--- config.mk ---
export PLATFORM = sky130hd
export DESIGN_NAME = rmypr_front_flat
export DESIGN_NICKNAME = d
export VERILOG_FILES = /design/src/rtl/rmypr_pkg.sv /design/src/rtl/rmypr_if.sv /design/src/rtl/rmypr_front.sv /design/src/flat_wrapper.sv
export SDC_FILE = /design/constraint.sdc
export NUM_CORES = 1
export LEC_CHECK = 0
export ABC_AREA = 1
export BUFFER_PORTS_ARGS = -buffer_cell sky130_fd_sc_hd__buf_2
export CAP_MARGIN = 40
export CORE_AREA = 10 10 147 149
export CTS_CLUSTER_DIAMETER = 40
export DETAILED_ROUTE_END_ITERATION = 16
export DIE_AREA = 0 0 157 159
export GPL_TIMING_DRIVEN = 0
export PLACE_DENSITY = 0.86
export SETUP_SLACK_MARGIN = 0.5
export SYNTH_ARGS = -nofsm -noshare
export SYNTH_HDL_FRONTEND = slang
export SYNTH_SLANG_ARGS = --single-unit
--- constraint.sdc ---
create_clock -name clk -period 8.7 [get_ports clk]
set_input_delay 0.435 -clock clk [delete_from_list [all_inputs] [get_ports clk]]
set_output_delay 0.435 -clock clk [all_outputs]
set_load 0.02 [all_outputs]
--- src/rtl/rmypr_pkg.sv ---
// Shared types, constants and CORDIC helper functions for the yaw/pitch/roll converter.
`default_nettype none
package rmypr_pkg;

  localparam int CORDIC_ITERATIONS = 16;
  localparam int ATAN_LEN = 24;
  localparam int NITER = (CORDIC_ITERATIONS < ATAN_LEN) ? CORDIC_ITERATIONS : ATAN_LEN;

  localparam int IN_W  = 16;
  localparam int VEC_W = 36;
  localparam int ANG_W = 28;
  localparam int OUT_W = 16;
  localparam int INV_GAIN_Q16 = 39797;
  localparam int PROD_W = VEC_W + 17;

  typedef logic signed [IN_W-1:0]  in_t;
  typedef logic signed [VEC_W-1:0] vec_t;
  typedef logic signed [ANG_W-1:0] ang_t;
  typedef logic signed [OUT_W-1:0] out_t;

  localparam ang_t ANGLE_PI = ang_t'(52707179);
  localparam out_t OUT_PI   = out_t'(25736);

  typedef ang_t atan_tab_t [ATAN_LEN];
  localparam atan_tab_t ATAN_TAB = '{
    ang_t'(13176795), ang_t'(7778716), ang_t'(4110060), ang_t'(2086331),
    ang_t'(1047214),  ang_t'(524117),  ang_t'(262123),  ang_t'(131069),
    ang_t'(65536),    ang_t'(32768),   ang_t'(16384),   ang_t'(8192),
    ang_t'(4096),     ang_t'(2048),    ang_t'(1024),    ang_t'(512),
    ang_t'(256),      ang_t'(128),     ang_t'(64),      ang_t'(32),
    ang_t'(16),       ang_t'(8),       ang_t'(4),       ang_t'(2)
  };

  // Classified matrix item passed from the front end to the CORDIC pipeline.
  typedef struct packed {
    logic zero;
    vec_t x;
    vec_t y;
    ang_t z;
    vec_t c2x;
    vec_t c2y;
    vec_t c1x;
    vec_t c1y;
    vec_t nz;
  } item_t;

  // One vectoring CORDIC in flight.
  typedef struct packed {
    logic zero;
    vec_t x;
    vec_t y;
    ang_t z;
  } cv_t;

  typedef struct packed {
    vec_t x;
    vec_t y;
  } pair_t;

  function automatic vec_t widen(input in_t v);
    widen = {{(VEC_W-IN_W-16){v[IN_W-1]}}, v, 16'h0000};
  endfunction

  // Micro-rotation of one vector; up means the driving y was non-negative.
  function automatic pair_t rot(input vec_t cx, input vec_t cy, input logic up, input int i);
    pair_t p;
    if (up) begin
      p.x = cx + (cy >>> i);
      p.y = cy - (cx >>> i);
    end else begin
      p.x = cx - (cy >>> i);
      p.y = cy + (cx >>> i);
    end
    rot = p;
  endfunction

  // Zero detection and left half-plane fold ahead of a vectoring run.
  function automatic cv_t cv_pre(input vec_t x, input vec_t y);
    cv_t c;
    c.zero = (x == '0) && (y == '0);
    c.x = x;
    c.y = y;
    c.z = '0;
    if (!c.zero && x[VEC_W-1]) begin
      c.x = -x;
      c.y = -y;
      c.z = y[VEC_W-1] ? -ANGLE_PI : ANGLE_PI;
    end
    cv_pre = c;
  endfunction

  function automatic cv_t cv_iter(input cv_t c, input int i);
    cv_t o;
    pair_t p;
    logic up;
    o = c;
    up = !c.y[VEC_W-1];
    p = rot(c.x, c.y, up, i);
    if (!c.zero) begin
      o.x = p.x;
      o.y = p.y;
      o.z = up ? c.z + ATAN_TAB[i] : c.z - ATAN_TAB[i];
    end
    cv_iter = o;
  endfunction

  // Round half up to Q3.13 and clamp to plus or minus pi.
  function automatic out_t to_q13(input ang_t z);
    logic signed [ANG_W:0] s;
    logic signed [ANG_W-11:0] r;
    s = {z[ANG_W-1], z} + (ANG_W+1)'(1024);
    r = s[ANG_W:11];
    if (r > (ANG_W-10)'(OUT_PI)) to_q13 = OUT_PI;
    else if (r < -(ANG_W-10)'(OUT_PI)) to_q13 = -OUT_PI;
    else to_q13 = r[OUT_W-1:0];
  endfunction

endpackage
`default_nettype wire

--- src/rtl/rmypr_if.sv ---
// Valid/ready channel interfaces for matrix items and angle results.
`default_nettype none
interface rmypr_in_if;
  logic valid;
  logic ready;
  rmypr_pkg::in_t col0_x;
  rmypr_pkg::in_t col0_y;
  rmypr_pkg::in_t col0_z;
  rmypr_pkg::in_t col1_x;
  rmypr_pkg::in_t col1_y;
  rmypr_pkg::in_t col2_x;
  rmypr_pkg::in_t col2_y;
  modport source (output valid, col0_x, col0_y, col0_z, col1_x, col1_y, col2_x, col2_y,
                  input ready);
  modport sink (input valid, col0_x, col0_y, col0_z, col1_x, col1_y, col2_x, col2_y,
                output ready);
endinterface

`default_nettype wire

--- src/rtl/rmypr_front.sv ---
// Front end: accepts matrix items, scales them and folds the yaw vector into the right half-plane.
`default_nettype none
module rmypr_front (
  input  wire logic            clk,
  input  wire logic            rst_n,
  rmypr_in_if.sink             in_ch,
  output rmypr_pkg::item_t     item,
  output logic                 item_valid,
  input  wire logic            item_ready
);

  logic             vld_r;
  logic             vld_nxt;
  rmypr_pkg::item_t item_r;
  rmypr_pkg::item_t item_nxt;
  rmypr_pkg::cv_t   cv;
  logic             take;

  assign in_ch.ready = !vld_r || item_ready;
  assign take = in_ch.valid && in_ch.ready;

  always_comb begin
    cv = rmypr_pkg::cv_pre(rmypr_pkg::widen(in_ch.col0_x), rmypr_pkg::widen(in_ch.col0_y));
    item_nxt.zero = cv.zero;
    item_nxt.x = cv.x;
    item_nxt.y = cv.y;
    item_nxt.z = cv.z;
    item_nxt.c2x = rmypr_pkg::widen(in_ch.col2_x);
    item_nxt.c2y = rmypr_pkg::widen(in_ch.col2_y);
    item_nxt.c1x = rmypr_pkg::widen(in_ch.col1_x);
    item_nxt.c1y = rmypr_pkg::widen(in_ch.col1_y);
    item_nxt.nz = rmypr_pkg::widen(in_ch.col0_z);
    // The companions turn with the yaw vector when it is folded by pi.
    if (!cv.zero && in_ch.col0_x[rmypr_pkg::IN_W-1]) begin
      item_nxt.c2x = -item_nxt.c2x;
      item_nxt.c2y = -item_nxt.c2y;
      item_nxt.c1x = -item_nxt.c1x;
      item_nxt.c1y = -item_nxt.c1y;
    end
  end

  always_comb begin
    vld_nxt = vld_r;
    if (take) vld_nxt = 1'b1;
    else if (item_ready) vld_nxt = 1'b0;
  end

  always_ff @(posedge clk) begin
    if (!rst_n) vld_r <= 1'b0;
    else vld_r <= vld_nxt;
  end

  always_ff @(posedge clk) begin
    if (take) item_r <= item_nxt;
  end

  assign item = item_r;
  assign item_valid = vld_r;

endmodule
`default_nettype wire

--- src/flat_wrapper.sv ---
// flat-port wrapper written by rule: the top's interface ports become plain ports
module rmypr_front_flat 
  (clk, rst_n, item, item_valid, item_ready, in_ch_valid, in_ch_col0_x, in_ch_col0_y, in_ch_col0_z, in_ch_col1_x, in_ch_col1_y, in_ch_col2_x, in_ch_col2_y, in_ch_ready);
  rmypr_in_if in_ch_i ();
  input  wire logic clk;
  input  wire logic rst_n;
  output rmypr_pkg::item_t item;
  output logic item_valid;
  input  wire logic item_ready;
  input wire logic [$bits(in_ch_i.valid)-1:0] in_ch_valid;
  input wire logic [$bits(in_ch_i.col0_x)-1:0] in_ch_col0_x;
  input wire logic [$bits(in_ch_i.col0_y)-1:0] in_ch_col0_y;
  input wire logic [$bits(in_ch_i.col0_z)-1:0] in_ch_col0_z;
  input wire logic [$bits(in_ch_i.col1_x)-1:0] in_ch_col1_x;
  input wire logic [$bits(in_ch_i.col1_y)-1:0] in_ch_col1_y;
  input wire logic [$bits(in_ch_i.col2_x)-1:0] in_ch_col2_x;
  input wire logic [$bits(in_ch_i.col2_y)-1:0] in_ch_col2_y;
  output wire logic [$bits(in_ch_i.ready)-1:0] in_ch_ready;
  assign in_ch_i.valid = in_ch_valid;
  assign in_ch_i.col0_x = in_ch_col0_x;
  assign in_ch_i.col0_y = in_ch_col0_y;
  assign in_ch_i.col0_z = in_ch_col0_z;
  assign in_ch_i.col1_x = in_ch_col1_x;
  assign in_ch_i.col1_y = in_ch_col1_y;
  assign in_ch_i.col2_x = in_ch_col2_x;
  assign in_ch_i.col2_y = in_ch_col2_y;
  assign in_ch_ready = in_ch_i.ready;
  rmypr_front u_core (.clk(clk), .rst_n(rst_n), .in_ch(in_ch_i), .item(item), .item_valid(item_valid), .item_ready(item_ready));
endmodule
# ---- Word level (Yosys, flattened, before mapping)
# Index checks and enable logic that the tools add are counted.
dict set report word_totals {
  regBits 262
  inputBits 116
  output_inout_bits 283
  wordCells 36
}
dict set report op_classes {
  n_addsub 6
  mux 5
  reduce_logical 9
}
# operator count
set ops {}
lappend ops {{$neg 32->36} 6}
lappend ops {{$mux 144} 1}
lappend ops {{$mux 100} 1}
lappend ops {{$logic_not 20->1} 2}
lappend ops {{$mux 28} 1}
lappend ops {{$logic_and 1x1->1} 3}
lappend ops {{$logic_not 1->1} 2}
lappend ops {{$mux 1} 2}
lappend ops {{$reduce_bool 2->1} 1}
lappend ops {{$logic_or 1x1->1} 1}

# ---- Depth between registers and ports, before layout
dict set report depth {
  ltp_word 5
  ltp_mapped 9
  ltp_nobuf 9
}

# ---- Worst setup path after synthesis
# Ideal clock, no wire load.
dict set report synth_path {
  path_type {in2reg}
  from {input port in_ch_valid}
  to {register u_core.item_r (netlist bit u_core.item[100]) (enable)}
  setup_time_ns 0.686
  arrival_ns 7.209
  t_required_ns 8.014
  setup_slack_ns 0.805
  cell_stages 2
  path_buffers 0
  path_cell_list {inv_1 -> a21oi_1}
}
dict set report synth_between {
  elab_chain_len 1
}
# element line_no
set synth_rtl {}
lappend synth_rtl {{from (decl)} flat_wrapper.sv:10} ;# input wire logic [$bits(in_ch_i.valid)-1:0] in_ch_valid;
lappend synth_rtl {{$logic_and 1x1->1} rmypr_front.sv:20} ;# assign take = in_ch.valid && in_ch.ready;
lappend synth_rtl {{named net u_core.take} rmypr_front.sv:17} ;# logic take;
lappend synth_rtl {{to (signal assigned)} rmypr_front.sv:54} ;# if (take) item_r <= item_nxt;
lappend synth_rtl {{to (decl)} rmypr_front.sv:14} ;# rmypr_pkg::item_t item_r;
# The timed path passes the listed nets, and every way through them passes these cells.
# A chain may end at the register's enable or synchronous reset.

# ---- Worst setup path after layout
dict set report layout_path {
  from {register u_core.vld_r, in the netlist u_core.item_valid}
  to {register u_core.item_r (netlist bit u_core.item[266]) (enable)}
}
dict set report layout_between {
  elab_chain_len 3
}
# element line_no
set layout_rtl {}
lappend layout_rtl {{from (decl)} rmypr_front.sv:12} ;# logic vld_r;
lappend layout_rtl {{from (signal assigned)} rmypr_front.sv:50} ;# else vld_r <= vld_nxt;
lappend layout_rtl {{$logic_not 1->1} rmypr_front.sv:19} ;# assign in_ch.ready = !vld_r || item_ready;
lappend layout_rtl {{$logic_or 1x1->1} rmypr_front.sv:19}
lappend layout_rtl {{$logic_and 1x1->1} rmypr_front.sv:20}
lappend layout_rtl {{named net u_core.take} rmypr_front.sv:17}
# The timed path passes the listed nets, and every way through them passes these cells.

==> flow_summary.rst <==
.. list-table::
   :header-rows: 1

   * - Metric
     - Value
   * - Net switching power
     - 0.615 mW
   * - Count of cells resized by post-cts repair
     - 0
   * - Layout Cell Area excl Fill
     - around 0.011 sq mm
   * - Input/output buffers
     - 286
   * - Fill count
     - 1546
   * - Cell internal pwr
     - 1.37 mW
   * - Critical Path Fanout Max
     - 30
   * - H-tree level count
     - 4
   * - CP peak stage delay
     - between 0.6 and 0.7 ns
   * - FF-to-FF setup slack
     - 6.88 ns
   * - DRC marker count from the first detailed-route iteration
     - 499
   * - Total via count after detailed routing
     - ~7000
   * - Die H
     - 159 microns
   * - Final critical-path share of the clock period
     - 0.209
   * - Required time of the critical path
     - 8.81 ns
   * - Primary FF master, synth
     - edfxtp_1
   * - Final RePlAce weighted congestion
     - 0.865
   * - Critical path endpoint category
     - flop
   * - Clock root cell
     - clkbuf_16
   * - Crit Reg-Reg Startpoint
     - u_core.item_valid
   * - Cts bufs inserted
     - 17
   * - Area after detailed placement
     - 0.0104 sq mm
   * - Number of max-cap violations
     - 0
   * - Capture point of the worst reg-to-reg path
     - u_core.item[266]
   * - Sequential element share of the synthesized area
     - 0.522
   * - Clock insertion delay at the later pin of the skew report
     - 0.41 ns
   * - Worst slew margin
     - 0.455
   * - Number of iterations in the first detailed-routing pass
     - 5
   * - Portion of total power attributed to the clock network
     - 0.372
   * - Pin count of the biggest net entering global routing
     - 31
   * - PD cells
     - 181 mW/mm^2
   * - Number of global-route vias before repair
     - 7006
   * - Category of the critical setup timing path
     - flop to flop
   * - Post-layout net count
     - about 1400
   * - Wire length of the first global-routing pass
     - slightly below 40 mm
   * - DRC errors left
     - 0
   * - Cell row count
     - 50
   * - Global-route track usage on met3
     - 0.0861
   * - Peak supply drop
     - 0.121 mV
   * - Proportion of layout cells with a drive suffix above 1
     - 0.374
   * - Met2 Usage GRT
     - 0.366
   * - Seq pwr share
     - 0.416
   * - FMAX
     - roughly 0.55 GHz
   * - Unrepaired setup endpoints after global routing
     - false
   * - Sum of routed wire length over all layers
     - 27.2 mm
   * - Total congestion overflow after global routing
     - 0
   * - GRT Max-Usage Layer
     - met2
   * - Class of the most critical hold timing path
     - primary input to flop
   * - Synth Warn #
     - 0
   * - Initial antenna violation count
     - 2
   * - CP Cell Sequence
     - a21oi_4 -> buf_16 -> buf_12
   * - Post-Place Worst Slack
     - 6.54 ns
   * - Antenna Nets Post-Route
     - 0
   * - Buffers plus inverters on the worst setup path
     - 2
   * - Total GRT Usage
     - 0.205
   * - Min-delay src
     - in_ch_col0_z[1]
   * - Final HPWL DP
     - 22.0 mm
   * - Synthesized instance count
     - 883
   * - Horizontal die dimension
     - between 150 and 200 microns
   * - Number of flip-flops and latches in the synthesized netlist
     - 141
   * - Area Overhead vs Synth
     - 35.6%
   * - Count of cell types in the netlist
     - 31
   * - Boundary Pins
     - approximately 400
   * - Vias per Instance
     - 4.54
   * - Count of pins over their slew limit
     - 0
   * - Worst Hold Endpoint
     - u_core.item[17]
   * - TritonCTS clock tree
     - done
   * - Area inside the core boundary
     - 0.0186 sq mm
   * - CTS sink cnt
     - 141
   * - Post-synth EDFFs
     - 140
   * - Worst Skew
     - ~0.011 ns
   * - Mean cell area of the mapped netlist
     - 9.17 sq um
   * - Share of flip-flops with an asynchronous set or reset after synthesis
     - 0
   * - Leakage power
     - 5.67 nW
   * - Setup fix buffers added after clock tree synthesis
     - 0
   * - Buffer levels on the longest clock path
     - 2
   * - Final Worst Setup Slack
     - 6.88 ns
   * - Data arrival time of the critical path
     - 1.94 ns
   * - Fin util
     - 0.591
   * - Crit path max-delay cell type
     - a21oi_4
   * - Average wire per standard cell
     - 17.5 microns
   * - # setup viols final
     - 0
   * - Gate family responsible for the most delay along the worst path
     - compound AO/OA/AOI/OAI gates
   * - Area of the mapped netlist
     - 0.00810 sq mm
   * - Hold-fix buffers at CTS
     - 0
   * - Depth of the most critical reg-to-reg path
     - 3
   * - Die Outline Area
     - 0.0250 sq mm
   * - Starting density of the core
     - 0.436
   * - Met1 track demand over resource in global routing
     - 0.206
   * - Relative contribution of combinational cells to total power
     - 0.212
   * - Final total power
     - about 2.0 mW
   * - Clock-pin transition on the worst setup and hold timing paths
     - 0.07 ns
   * - Number of stages on the worst hold path
     - 1
   * - Slew at the pin closest to its max-slew limit
     - 0.815 ns
   * - Result of the run
     - completed
   * - Switching share of power
     - 0.310
   * - Endpoints failing hold
     - 0
   * - Nature of the critical path startpoint
     - flop
   * - Final critical path time including I/O delays and setup
     - 1.82 ns
[layout by cell type (no fill, tap or decap), types with 23 or more instances in the layout]
| cell | synthesis | layout |
|---|---|---|
| buf_4 | 145 | 145 |
| nor2_1 | 102 | 102 |
| nand2_1 | 220 | 220 |
| edfxtp_1 | 140 | 140 |
| xor2_1 | 36 | 36 |
| o21ai_1 | 23 | 23 |
| conb_1 | 1 | 116 |
| nand3_1 | 53 | 53 |
| inv_1 | 87 | 87 |
| buf_2 | 7 | 293 |
[stage by stage]
step           TNS [ns]  instances  hold slack [ns]
3_5_place_dp          0       1523            0.547
5_1_grt               0       1555            0.165
2_1_floorplan         0        998            0.534
6_report              0       1557            0.186
4_1_cts               0       1555            0.173
3_3_place_gp    -250.43       1518            0.492
[power by group through the flow]
stage               logic (mW)  clock network (mW)  registers, mW
global route             0.453               0.777          0.830
floorplan                0.205                   0          0.915
CTS                      0.417               0.748          0.826
detailed placement       0.415                   0          0.841
global placement         0.399                   0          0.852
finish                   0.420               0.738          0.826
[synthesized netlist by cell type, types with 9 or more instances]
library cell	count	area [sq um]
nand4_1	9	56.3
inv_1	87	327
buf_4	145	1090
nand3_1	53	265
nand2_1	220	826
nor2_1	102	383
xor2_1	36	315
o21ai_1	23	115
edfxtp_1	140	4200
xnor2_1	11	96.3
o21ai_0	10	50.1
[per-layer routing]
layer  vias to the layer above  part of all wire
li1                       3448                 -
met1                      3141              0.36
met2                       430              0.50
met3                        47              0.12
met4                         2             0.027
met5                         -           0.00073
[kinds of logic after synthesis]
group,after synthesis,share of synthesized area
AND/OR/NAND/NOR,399,0.202
XOR/XNOR,47,0.0508
buffers and inverters,247,0.186
adder cells (fa/ha/maj),7,0.0108
AO/OA/AOI/OAI,41,0.0286
flip-flops,141,0.522
other,1,0.000463
[layout make-up]
cell class	count	area [sq um]	area share
Sequential cell	141	4220	0.385
Multi-Input combinational cell	610	2820	0.256
Timing Repair Buffer	291	1550	0.141
Buffer	156	1160	0.106
Clock buffer	17	425	0.0387
Inverter	91	342	0.0311
Tap cell	234	293	0.0267
Clock inverter	15	171	0.0156
Antenna cell	2	5.00	0.000456
[sequential cells by signal (all words and copies together) (netlist names)]
register	cells
u_core.item_valid	1
u_core.item	140
[worst max-delay path by stage]
stage / startpoint / end / slack [ns] / cells after the start
floorplan: in_ch_valid / u_core.item[100] / 0.81 / 2
global placement: in_ch_valid / u_core.item[52] / -1.81 / 3
detailed placement: in_ch_col0_y[1] / u_core.item[280] / 6.54 / 10
CTS: u_core.item[205] / item[183] / 6.86 / 2
global route: u_core.item_valid / u_core.item[266] / 6.78 / 3
finish: u_core.item_valid / u_core.item[266] / 6.88 / 3
[worst reg2reg max path, stage by stage, from the launching register on]
cell,delay [ns]
dfxtp_1,0.35
a21oi_4,0.67
buf_16,0.26
buf_12,0.23
Power figures use the tool's default switching activity.
